==> src/hdl/audio_clock_rate_monitor_assert.svh <==
// Assertion macros for the audio clock rate monitor.
// Used by the top level only; no dependencies.
`ifndef AUDIO_CLOCK_RATE_MONITOR_ASSERT_SVH
`define AUDIO_CLOCK_RATE_MONITOR_ASSERT_SVH
`ifndef SYNTHESIS
// Same-cycle implication.
`define ACRM_ASSERT_IMPLY(label, clk, rst_n, ante, cons) \
	label: assert property (@(posedge clk) disable iff (!rst_n) (ante) |-> (cons)) \
		else $error("acrm: implication check failed");
// Next-cycle implication.
`define ACRM_ASSERT_NEXT(label, clk, rst_n, ante, cons) \
	label: assert property (@(posedge clk) disable iff (!rst_n) (ante) |=> (cons)) \
		else $error("acrm: next-cycle check failed");
`else
`define ACRM_ASSERT_IMPLY(label, clk, rst_n, ante, cons)
`define ACRM_ASSERT_NEXT(label, clk, rst_n, ante, cons)
`endif
`endif

==> src/hdl/acrm_pkg.sv <==
// Shared types and constants of the audio clock rate monitor.
// No dependencies; used by every module of the block.
`default_nettype none

package acrm_pkg;

	typedef struct packed {
		logic [31:0] frame_sample;
		logic [15:0] interval_us;
	} acrm_in_t;

	typedef struct packed {
		logic clock_valid;
		logic recovery_ready;
		logic clock_stopped;
	} acrm_out_t;

	// Register indexes of the configuration port
	localparam logic [1:0] ACRM_REG_WINDOW_US   = 2'd0;
	localparam logic [1:0] ACRM_REG_TOLERANCE   = 2'd1;
	localparam logic [1:0] ACRM_REG_STOPPED_US  = 2'd2;
	localparam logic [1:0] ACRM_REG_FRAMES_PMS  = 2'd3;

	localparam logic [15:0] ACRM_WINDOW_US_RST  = 16'd16000;
	localparam logic [9:0]  ACRM_TOLERANCE_RST  = 10'd10;
	localparam logic [15:0] ACRM_STOPPED_US_RST = 16'd4000;
	localparam logic [7:0]  ACRM_FRAMES_PMS_RST = 8'd48;

	// Flag update carried from the window stage to the decision stage
	localparam logic [1:0] ACRM_OP_KEEP  = 2'd0;
	localparam logic [1:0] ACRM_OP_CLEAR = 2'd1;
	localparam logic [1:0] ACRM_OP_STOP  = 2'd2;
	localparam logic [1:0] ACRM_OP_CHECK = 2'd3;

	// Rounded divide by 1000: floor((p + 500) * RECIP / 2^35) for p + 500 < 2^25
	localparam logic [24:0] ACRM_ROUND_HALF  = 25'd500;
	localparam logic [25:0] ACRM_RECIP       = 26'd34359739;
	localparam int          ACRM_RECIP_SHIFT = 35;

	typedef struct packed {
		logic [1:0]  op;
		logic        stopped;
		logic [31:0] frames;
		logic [24:0] product;
	} acrm_win_t;

	typedef struct packed {
		logic [1:0]  op;
		logic        stopped;
		logic [31:0] frames;
		logic [15:0] expected;
	} acrm_exp_t;

endpackage

`default_nettype wire

==> src/hdl/audio_clock_rate_monitor.sv <==
// Audio clock rate monitor. Takes one sample transaction per cycle while not stalled
// and returns one result per sample, which passes in order through the input register,
// window stage (frame delta, window and stop timer, rate product), reciprocal divide
// stage and decision/result register.
// Each of the two middle stages holds one multiplier.
// The stages move independently, so new samples are taken while a result waits.
// The user writes configuration via cfg_we/cfg_index/cfg_data only while idle; the block itself does not enforce this.
// Depends on acrm_pkg, acrm_front, acrm_scale, acrm_judge and the assertion header.
`default_nettype none

`include "audio_clock_rate_monitor_assert.svh"

module audio_clock_rate_monitor (
	input  wire logic               clk,
	input  wire logic               arst_n,
	input  wire logic               in_valid,
	output logic                    in_stall,
	input  wire acrm_pkg::acrm_in_t in_data,
	output logic                    out_valid,
	input  wire logic               out_stall,
	output acrm_pkg::acrm_out_t     out_data,
	input  wire logic               cfg_we,
	input  wire logic [1:0]         cfg_index,
	input  wire logic [15:0]        cfg_data
);

	logic [15:0] window_us_q;
	logic [9:0]  tolerance_q;
	logic [15:0] stopped_us_q;
	logic [7:0]  frames_pms_q;

	logic v1_q;
	logic v2_q;
	logic v3_q;
	logic vo_q;
	logic r1;
	logic r2;
	logic r3;
	logic ro;
	logic [2:0] occ;
	logic in_take;
	logic out_take;

	acrm_pkg::acrm_in_t  item_s1;
	acrm_pkg::acrm_win_t win;
	acrm_pkg::acrm_exp_t expv;

	always_ff @(posedge clk or negedge arst_n) begin
		if (!arst_n) begin
			window_us_q  <= acrm_pkg::ACRM_WINDOW_US_RST;
			tolerance_q  <= acrm_pkg::ACRM_TOLERANCE_RST;
			stopped_us_q <= acrm_pkg::ACRM_STOPPED_US_RST;
			frames_pms_q <= acrm_pkg::ACRM_FRAMES_PMS_RST;
		end else if (cfg_we) begin
			case (cfg_index)
				acrm_pkg::ACRM_REG_WINDOW_US:  window_us_q  <= cfg_data;
				acrm_pkg::ACRM_REG_TOLERANCE:  tolerance_q  <= cfg_data[9:0];
				acrm_pkg::ACRM_REG_STOPPED_US: stopped_us_q <= cfg_data;
				acrm_pkg::ACRM_REG_FRAMES_PMS: frames_pms_q <= cfg_data[7:0];
				default: begin
				end
			endcase
		end
	end

	// a stage may load when it is empty or its content moves on
	assign ro       = !vo_q || !out_stall;
	assign r3       = !v3_q || ro;
	assign r2       = !v2_q || r3;
	assign r1       = !v1_q || r2;
	assign in_stall = !r1;

	always_ff @(posedge clk or negedge arst_n) begin
		if (!arst_n) begin
			v1_q <= 1'b0;
			v2_q <= 1'b0;
			v3_q <= 1'b0;
			vo_q <= 1'b0;
		end else begin
			if (r1) begin
				v1_q <= in_valid;
			end
			if (r2) begin
				v2_q <= v1_q;
			end
			if (r3) begin
				v3_q <= v2_q;
			end
			if (ro) begin
				vo_q <= v3_q;
			end
		end
	end

	always_ff @(posedge clk) begin
		if (r1 && in_valid) begin
			item_s1 <= in_data;
		end
	end

	acrm_front u_front (
		.clk           (clk),
		.arst_n        (arst_n),
		.xfer          (v1_q && r2),
		.item          (item_s1),
		.window_us     (window_us_q),
		.stopped_us    (stopped_us_q),
		.frames_per_ms (frames_pms_q),
		.win           (win)
	);

	acrm_scale u_scale (
		.clk   (clk),
		.xfer  (v2_q && r3),
		.win   (win),
		.exp_o (expv)
	);

	acrm_judge u_judge (
		.clk             (clk),
		.arst_n          (arst_n),
		.xfer            (v3_q && ro),
		.exp_i           (expv),
		.frame_tolerance (tolerance_q),
		.result          (out_data)
	);

	assign out_valid = vo_q;

	assign occ      = {2'd0, v1_q} + {2'd0, v2_q} + {2'd0, v3_q} + {2'd0, vo_q};
	assign in_take  = in_valid && !in_stall;
	assign out_take = out_valid && !out_stall;

	// an empty pipeline never pushes back
	`ACRM_ASSERT_IMPLY(a_empty_ready, clk, arst_n, occ == 3'd0, !in_stall)
	// a transaction taken with none leaving adds exactly one to the occupancy
	`ACRM_ASSERT_NEXT(a_occ_up, clk, arst_n, in_take && !out_take, occ == $past(occ) + 3'd1)
	// a transaction leaving with none taken removes exactly one
	`ACRM_ASSERT_NEXT(a_occ_down, clk, arst_n, !in_take && out_take, occ == $past(occ) - 3'd1)

endmodule

`default_nettype wire

==> src/hdl/acrm_front.sv <==
// Window stage: frame delta, window and stop timer update, rate product.
// Depends on acrm_pkg.
`default_nettype none

module acrm_front (
	input  wire logic              clk,
	input  wire logic              arst_n,
	input  wire logic              xfer,
	input  wire acrm_pkg::acrm_in_t item,
	input  wire logic [15:0]       window_us,
	input  wire logic [15:0]       stopped_us,
	input  wire logic [7:0]        frames_per_ms,
	output acrm_pkg::acrm_win_t    win
);

	logic [31:0] last_q;
	logic        started_q;
	logic [31:0] frames_q;
	logic [16:0] time_q;
	logic [15:0] stop_q;

	logic [31:0] last_n;
	logic        started_n;
	logic [31:0] frames_n;
	logic [16:0] time_n;
	logic [15:0] stop_n;

	logic [31:0] delta;
	logic [31:0] frames_sum;
	logic [16:0] time_sum;
	logic [15:0] stop_room;
	logic [24:0] product;
	acrm_pkg::acrm_win_t win_n;
	acrm_pkg::acrm_win_t win_s2;

	assign delta      = item.frame_sample - last_q;
	assign frames_sum = frames_q + delta;
	assign time_sum   = time_q + {1'b0, item.interval_us};
	assign stop_room  = stopped_us - stop_q;
	assign product    = {8'd0, time_sum} * {17'd0, frames_per_ms};

	always_comb begin
		last_n        = last_q;
		started_n     = started_q;
		frames_n      = frames_q;
		time_n        = time_q;
		stop_n        = stop_q;
		win_n.op      = acrm_pkg::ACRM_OP_KEEP;
		win_n.stopped = (stop_q >= stopped_us);
		win_n.frames  = frames_sum;
		win_n.product = product;
		if (item.interval_us != 16'd0) begin
			last_n = item.frame_sample;
			if (!started_q) begin
				started_n     = 1'b1;
				frames_n      = 32'd0;
				time_n        = 17'd0;
				stop_n        = 16'd0;
				win_n.op      = acrm_pkg::ACRM_OP_CLEAR;
				win_n.stopped = (stopped_us == 16'd0);
			end else if (delta == 32'd0) begin
				frames_n = 32'd0;
				time_n   = 17'd0;
				// saturate the stop timer at the limit
				if (stop_q >= stopped_us || item.interval_us >= stop_room) begin
					stop_n = stopped_us;
				end else begin
					stop_n = stop_q + item.interval_us;
				end
				win_n.stopped = (stop_n >= stopped_us);
				if (stop_n >= stopped_us) begin
					win_n.op = acrm_pkg::ACRM_OP_STOP;
				end
			end else begin
				stop_n        = 16'd0;
				win_n.stopped = (stopped_us == 16'd0);
				if (time_sum >= {1'b0, window_us}) begin
					win_n.op = acrm_pkg::ACRM_OP_CHECK;
					frames_n = 32'd0;
					time_n   = 17'd0;
				end else begin
					frames_n = frames_sum;
					time_n   = time_sum;
				end
			end
		end
	end

	always_ff @(posedge clk or negedge arst_n) begin
		if (!arst_n) begin
			last_q    <= 32'd0;
			started_q <= 1'b0;
			frames_q  <= 32'd0;
			time_q    <= 17'd0;
			stop_q    <= 16'd0;
		end else if (xfer) begin
			last_q    <= last_n;
			started_q <= started_n;
			frames_q  <= frames_n;
			time_q    <= time_n;
			stop_q    <= stop_n;
		end
	end

	always_ff @(posedge clk) begin
		if (xfer) begin
			win_s2 <= win_n;
		end
	end

	assign win = win_s2;

endmodule

`default_nettype wire

==> src/hdl/acrm_scale.sv <==
// Scale stage: rounded divide of the rate product by 1000 via reciprocal.
// Depends on acrm_pkg.
`default_nettype none

module acrm_scale (
	input  wire logic               clk,
	input  wire logic               xfer,
	input  wire acrm_pkg::acrm_win_t win,
	output acrm_pkg::acrm_exp_t     exp_o
);

	logic [24:0] num;
	logic [50:0] scaled;
	acrm_pkg::acrm_exp_t exp_n;
	acrm_pkg::acrm_exp_t exp_s3;

	assign num    = win.product + acrm_pkg::ACRM_ROUND_HALF;
	assign scaled = {26'd0, num} * {25'd0, acrm_pkg::ACRM_RECIP};

	always_comb begin
		exp_n.op       = win.op;
		exp_n.stopped  = win.stopped;
		exp_n.frames   = win.frames;
		exp_n.expected = scaled[acrm_pkg::ACRM_RECIP_SHIFT +: 16];
	end

	always_ff @(posedge clk) begin
		if (xfer) begin
			exp_s3 <= exp_n;
		end
	end

	assign exp_o = exp_s3;

endmodule

`default_nettype wire

==> src/hdl/acrm_judge.sv <==
// Decision stage: tolerance check, valid/recovery flags, result register.
// Depends on acrm_pkg.
`default_nettype none

module acrm_judge (
	input  wire logic               clk,
	input  wire logic               arst_n,
	input  wire logic               xfer,
	input  wire acrm_pkg::acrm_exp_t exp_i,
	input  wire logic [9:0]         frame_tolerance,
	output acrm_pkg::acrm_out_t     result
);

	logic valid_q;
	logic ever_q;
	logic recov_q;
	logic valid_n;
	logic ever_n;
	logic recov_n;

	logic [31:0] lo;
	logic [31:0] hi;
	logic        in_range;
	acrm_pkg::acrm_out_t result_q;

	// bounds wrap modulo 2^32
	assign lo       = {16'd0, exp_i.expected} - {22'd0, frame_tolerance};
	assign hi       = {16'd0, exp_i.expected} + {22'd0, frame_tolerance};
	assign in_range = (exp_i.frames >= lo) && (exp_i.frames <= hi);

	always_comb begin
		valid_n = valid_q;
		ever_n  = ever_q;
		recov_n = recov_q;
		case (exp_i.op)
			acrm_pkg::ACRM_OP_KEEP: begin
			end
			acrm_pkg::ACRM_OP_CLEAR: begin
				valid_n = 1'b0;
				ever_n  = 1'b0;
				recov_n = 1'b0;
			end
			acrm_pkg::ACRM_OP_STOP: begin
				valid_n = 1'b0;
				recov_n = recov_q | ever_q;
			end
			acrm_pkg::ACRM_OP_CHECK: begin
				valid_n = in_range;
				ever_n  = ever_q | in_range;
			end
			default: begin
			end
		endcase
	end

	always_ff @(posedge clk or negedge arst_n) begin
		if (!arst_n) begin
			valid_q <= 1'b0;
			ever_q  <= 1'b0;
			recov_q <= 1'b0;
		end else if (xfer) begin
			valid_q <= valid_n;
			ever_q  <= ever_n;
			recov_q <= recov_n;
		end
	end

	always_ff @(posedge clk) begin
		if (xfer) begin
			result_q.clock_valid    <= valid_n;
			result_q.recovery_ready <= valid_n & recov_n;
			result_q.clock_stopped  <= exp_i.stopped;
		end
	end

	assign result = result_q;

endmodule

`default_nettype wire

==> config.mk <==
export PLATFORM = sky130hd
export DESIGN_NAME = audio_clock_rate_monitor
export DESIGN_NICKNAME = d
export VERILOG_FILES = /design/src/hdl/acrm_pkg.sv /design/src/hdl/audio_clock_rate_monitor.sv /design/src/hdl/acrm_front.sv /design/src/hdl/acrm_scale.sv /design/src/hdl/acrm_judge.sv
export VERILOG_INCLUDE_DIRS = /design/src /design/src/hdl
export SDC_FILE = /design/constraint.sdc
export NUM_CORES = 1
export LEC_CHECK = 0
export ABC_AREA = 0
export BUFFER_PORTS_ARGS = -buffer_cell sky130_fd_sc_hd__buf_2
export CORE_ASPECT_RATIO = 0.9
export CORE_MARGIN = 4
export CORE_UTILIZATION = 46
export DETAILED_ROUTE_END_ITERATION = 10
export PLACE_DENSITY = 0.67
export SLEW_MARGIN = 20
export SYNTH_ARGS = -nofsm -noshare
export SYNTH_HDL_FRONTEND = slang
export SYNTH_SLANG_ARGS = --single-unit
==> constraint.sdc <==
create_clock -name clk -period 15.85 [get_ports clk]
set_input_delay 1.585 -clock clk [delete_from_list [all_inputs] [get_ports clk]]
set_output_delay 1.585 -clock clk [all_outputs]
set_load 0.01 [all_outputs]
==> flow_summary.toml <==
[outcome]
status = "completed"

[sta]
fmax_mhz = 110
setup-violations-final = 0
max_slew_margin_pct = 25.4
min_period_over_period_pct = 57.3
hold_viol = 0
finalCriticalPeriod_ps = 9080
fin_worst_skew_ps = 22.6
grt_setup_unrepaired = "no"
fin_setup_tns_ps = 0
worst_slew_pin_slew_ps = 1110
finalMaxSlewViolations = 0

[yosys]
synth_nets = 4171
synth_top_family_by_area = "adder cells"
synth_seq_area_share_pct = 26.4
yosys.area.top_type = "ha_1"
ys.flop_type = "edfxtp_1"
syn_area_per_cell_sq_um = 10.1
synth_edf_count = 162
yosys.area_share.simple_pct = 9.64
ys_ff_latch = 317
synthTopCellsByArea = "ha_1, fa_1, edfxtp_1"
syn_inst = 3275
yosysWarnings = 0
synthAdderAreaFrac_pct = 37.8
synthArstFlopShare_pct = 48.9
synth_xor_area_share_pct = 4.82
synthDistinctLibCells = 78
synth_mux_area_share_pct = 1.79
synth_top_area_share_pct = 19.8
synth_compound_area_share_pct = 12.2
synth_common_cells = "inv_1, ha_1, fa_1, nand2_1, edfxtp_1"
synth_most_common_cell = "inv_1"
syn_area_sq_um = 33200

[route]
wirelength_um = 75100
antenna_left = 0
drc_errors = 0
drt_iter0_markers = 1624
via_per_inst = 5.33
wl_per_cell_um = 17.3
via_count = 23100
dr.pass1.iters = 5

[final_layout]
fin_nets = 4244
final-seq-area_sq_um = 8760
stdcell_count = 4328
nFillCells = 6527
final_layout_size_suffix_gt1_share_pct = 7.32
multi_input_area_sq_um = 22100
area_growth_pct = 8.36

[critical_path]
crit_path_start_kind = "register"
slowest_stage = "xor2_1"
startpoint = "u_front.win[4]$_DFFE_PP_"
crit_top_cell = "fa_1"
required_ps = 16160
cpPeakStageDelay_ps = 640
critPathKind = "register to register"
arrival_ps = 9390
r2r_slack_ps = 6770
endpoint_kind = "register"
critical_path.max_fanout = 8
worst_r2r_startpoint = "u_front.win[4]$_DFFE_PP_"

[global_route]
antenna_found_initial = 5
grt_pass1_wl_um = 124000
track_usage_pct = 19.7
grt_pass1_vias = 23200
grt_max_degree = 92
overflow = 0

[flow_run]
max_cap_violations = 0

[placed_design]
gp_congestion = 0.927
dp.final_hpwl_um = 60800
dp.cells = 4260
numPortBuffers = 75

[worst_hold_path]
hold_path.startpoint = "u_front.win[35]$_DFFE_PP_"
hold_path_class = "register to register"

[floorplan]
die_w_um = 291
die_area_sq_um = 76600
rows = 93
num_io_pins = 76
initial_core_util_pct = 46.4
core_sq_um = 71600
dieHeight_um = 263

[cts]
cts_root_buf = "clkbuf_16"
cts_inserted_buffers = 36
postCtsSetupRepairBufs = 0
cts_tree = "yes"
cts_sinks = 317
clk_latency_ps = 560
path_clk_slew_ps = 70
cts.repair.resized = 0
cts.htree.levels = 2
clk_path_buf_depth = 3
ctsHoldBuffers = 0
cell families (layout without fill, tap and decap cells):
| logic type | count (synthesis) | in the layout |
|---|---|---|
| simple gates | 645 | 645 |
| flops | 317 | 317 |
| mux | 54 | 54 |
| fa+ha+maj | 825 | 825 |
| other cells | 0 | 2 |
| compound gates | 610 | 610 |
| buf+inv | 641 | 742 |
| xor+xnor | 183 | 183 |
critical path: cells and delay by family (launching register included):
kind            cells  cell delay (ps)
simple gates        7             1620
xor+xnor            1              640
compound gates      9             2160
fa+ha+maj           8             3640
buf+inv             4              310
flops               1              460
per-layer routing:
layer | up-vias | global-route usage [%] | share of wire [%]
met5 | - | 0 | 0.013
met4 | 2 | 4.06 | 1.8
met3 | 87 | 2.93 | 5.3
met2 | 494 | 30.0 | 43
met1 | 11200 | 30.1 | 50
li1 | 11200 | - | -
flip-flops by register name, indices dropped and copies added (netlist names), 17 cells and up:
| signal | count |
|---|---|
| u_front.frames_q | 32 |
| u_front.last_q | 32 |
| item_s1 | 48 |
| u_front.time_q | 17 |
| u_front.win | 60 |
| u_scale.exp_o | 51 |
metrics by stage:
| step | instance area (sq um) | hold WS, ps | utilization (%) | setup WS, ps |
|---|---|---|---|---|
| finish | 36000 | 417 | 50.3 | 6770 |
| global route | 36000 | 422 | 50.3 | 6270 |
| CTS | 36000 | 417 | 50.3 | 6830 |
| detailed placement | 34700 | 405 | 48.5 | 6820 |
| global placement | 34700 | 401 | 48.5 | 6930 |
| floorplan | 33200 | 400 | - | 7920 |
cell usage in the layout (no fill, tap or decap), types with 74 or more instances in the layout:
master | netlist | routed
a21o_1 | 97 | 97
a21oi_1 | 161 | 161
buf_2 | 5 | 74
dfrtp_1 | 139 | 139
edfxtp_1 | 162 | 162
fa_1 | 298 | 298
ha_1 | 527 | 527
inv_1 | 585 | 585
nand2_1 | 220 | 219
nor2_1 | 98 | 98
o21ai_0 | 124 | 124
xnor2_1 | 116 | 114
path summary, 6_finish.rpt:
path / depth (start not counted) / to
setup / recovery: 29 / u_scale.exp_o[14]$_DFFE_PP_
hold / removal: 0 / u_scale.exp_o[26]$_DFFE_PP_
max in group asynchronous: 2 / u_front.time_q[1]$_DFFE_PN0P_
min in group asynchronous: 1 / u_front.last_q[18]$_DFFE_PN0P_
hold reg to reg: 0 / u_scale.exp_o[26]$_DFFE_PP_
setup reg to reg: 29 / u_scale.exp_o[14]$_DFFE_PP_
final cells by class:
type,count,area share [%]
sequential,317,24.3
clock inverter,28,0.973
clock buffer,38,2.61
tap,950,3.30
timing repair buffer,91,1.39
inverter,585,6.10
antenna,2,0.0139
multi-input combinational,2317,61.3
Power is not shown: default switching activity piles up to over one toggle a cycle in this logic, so the estimate is an artifact.
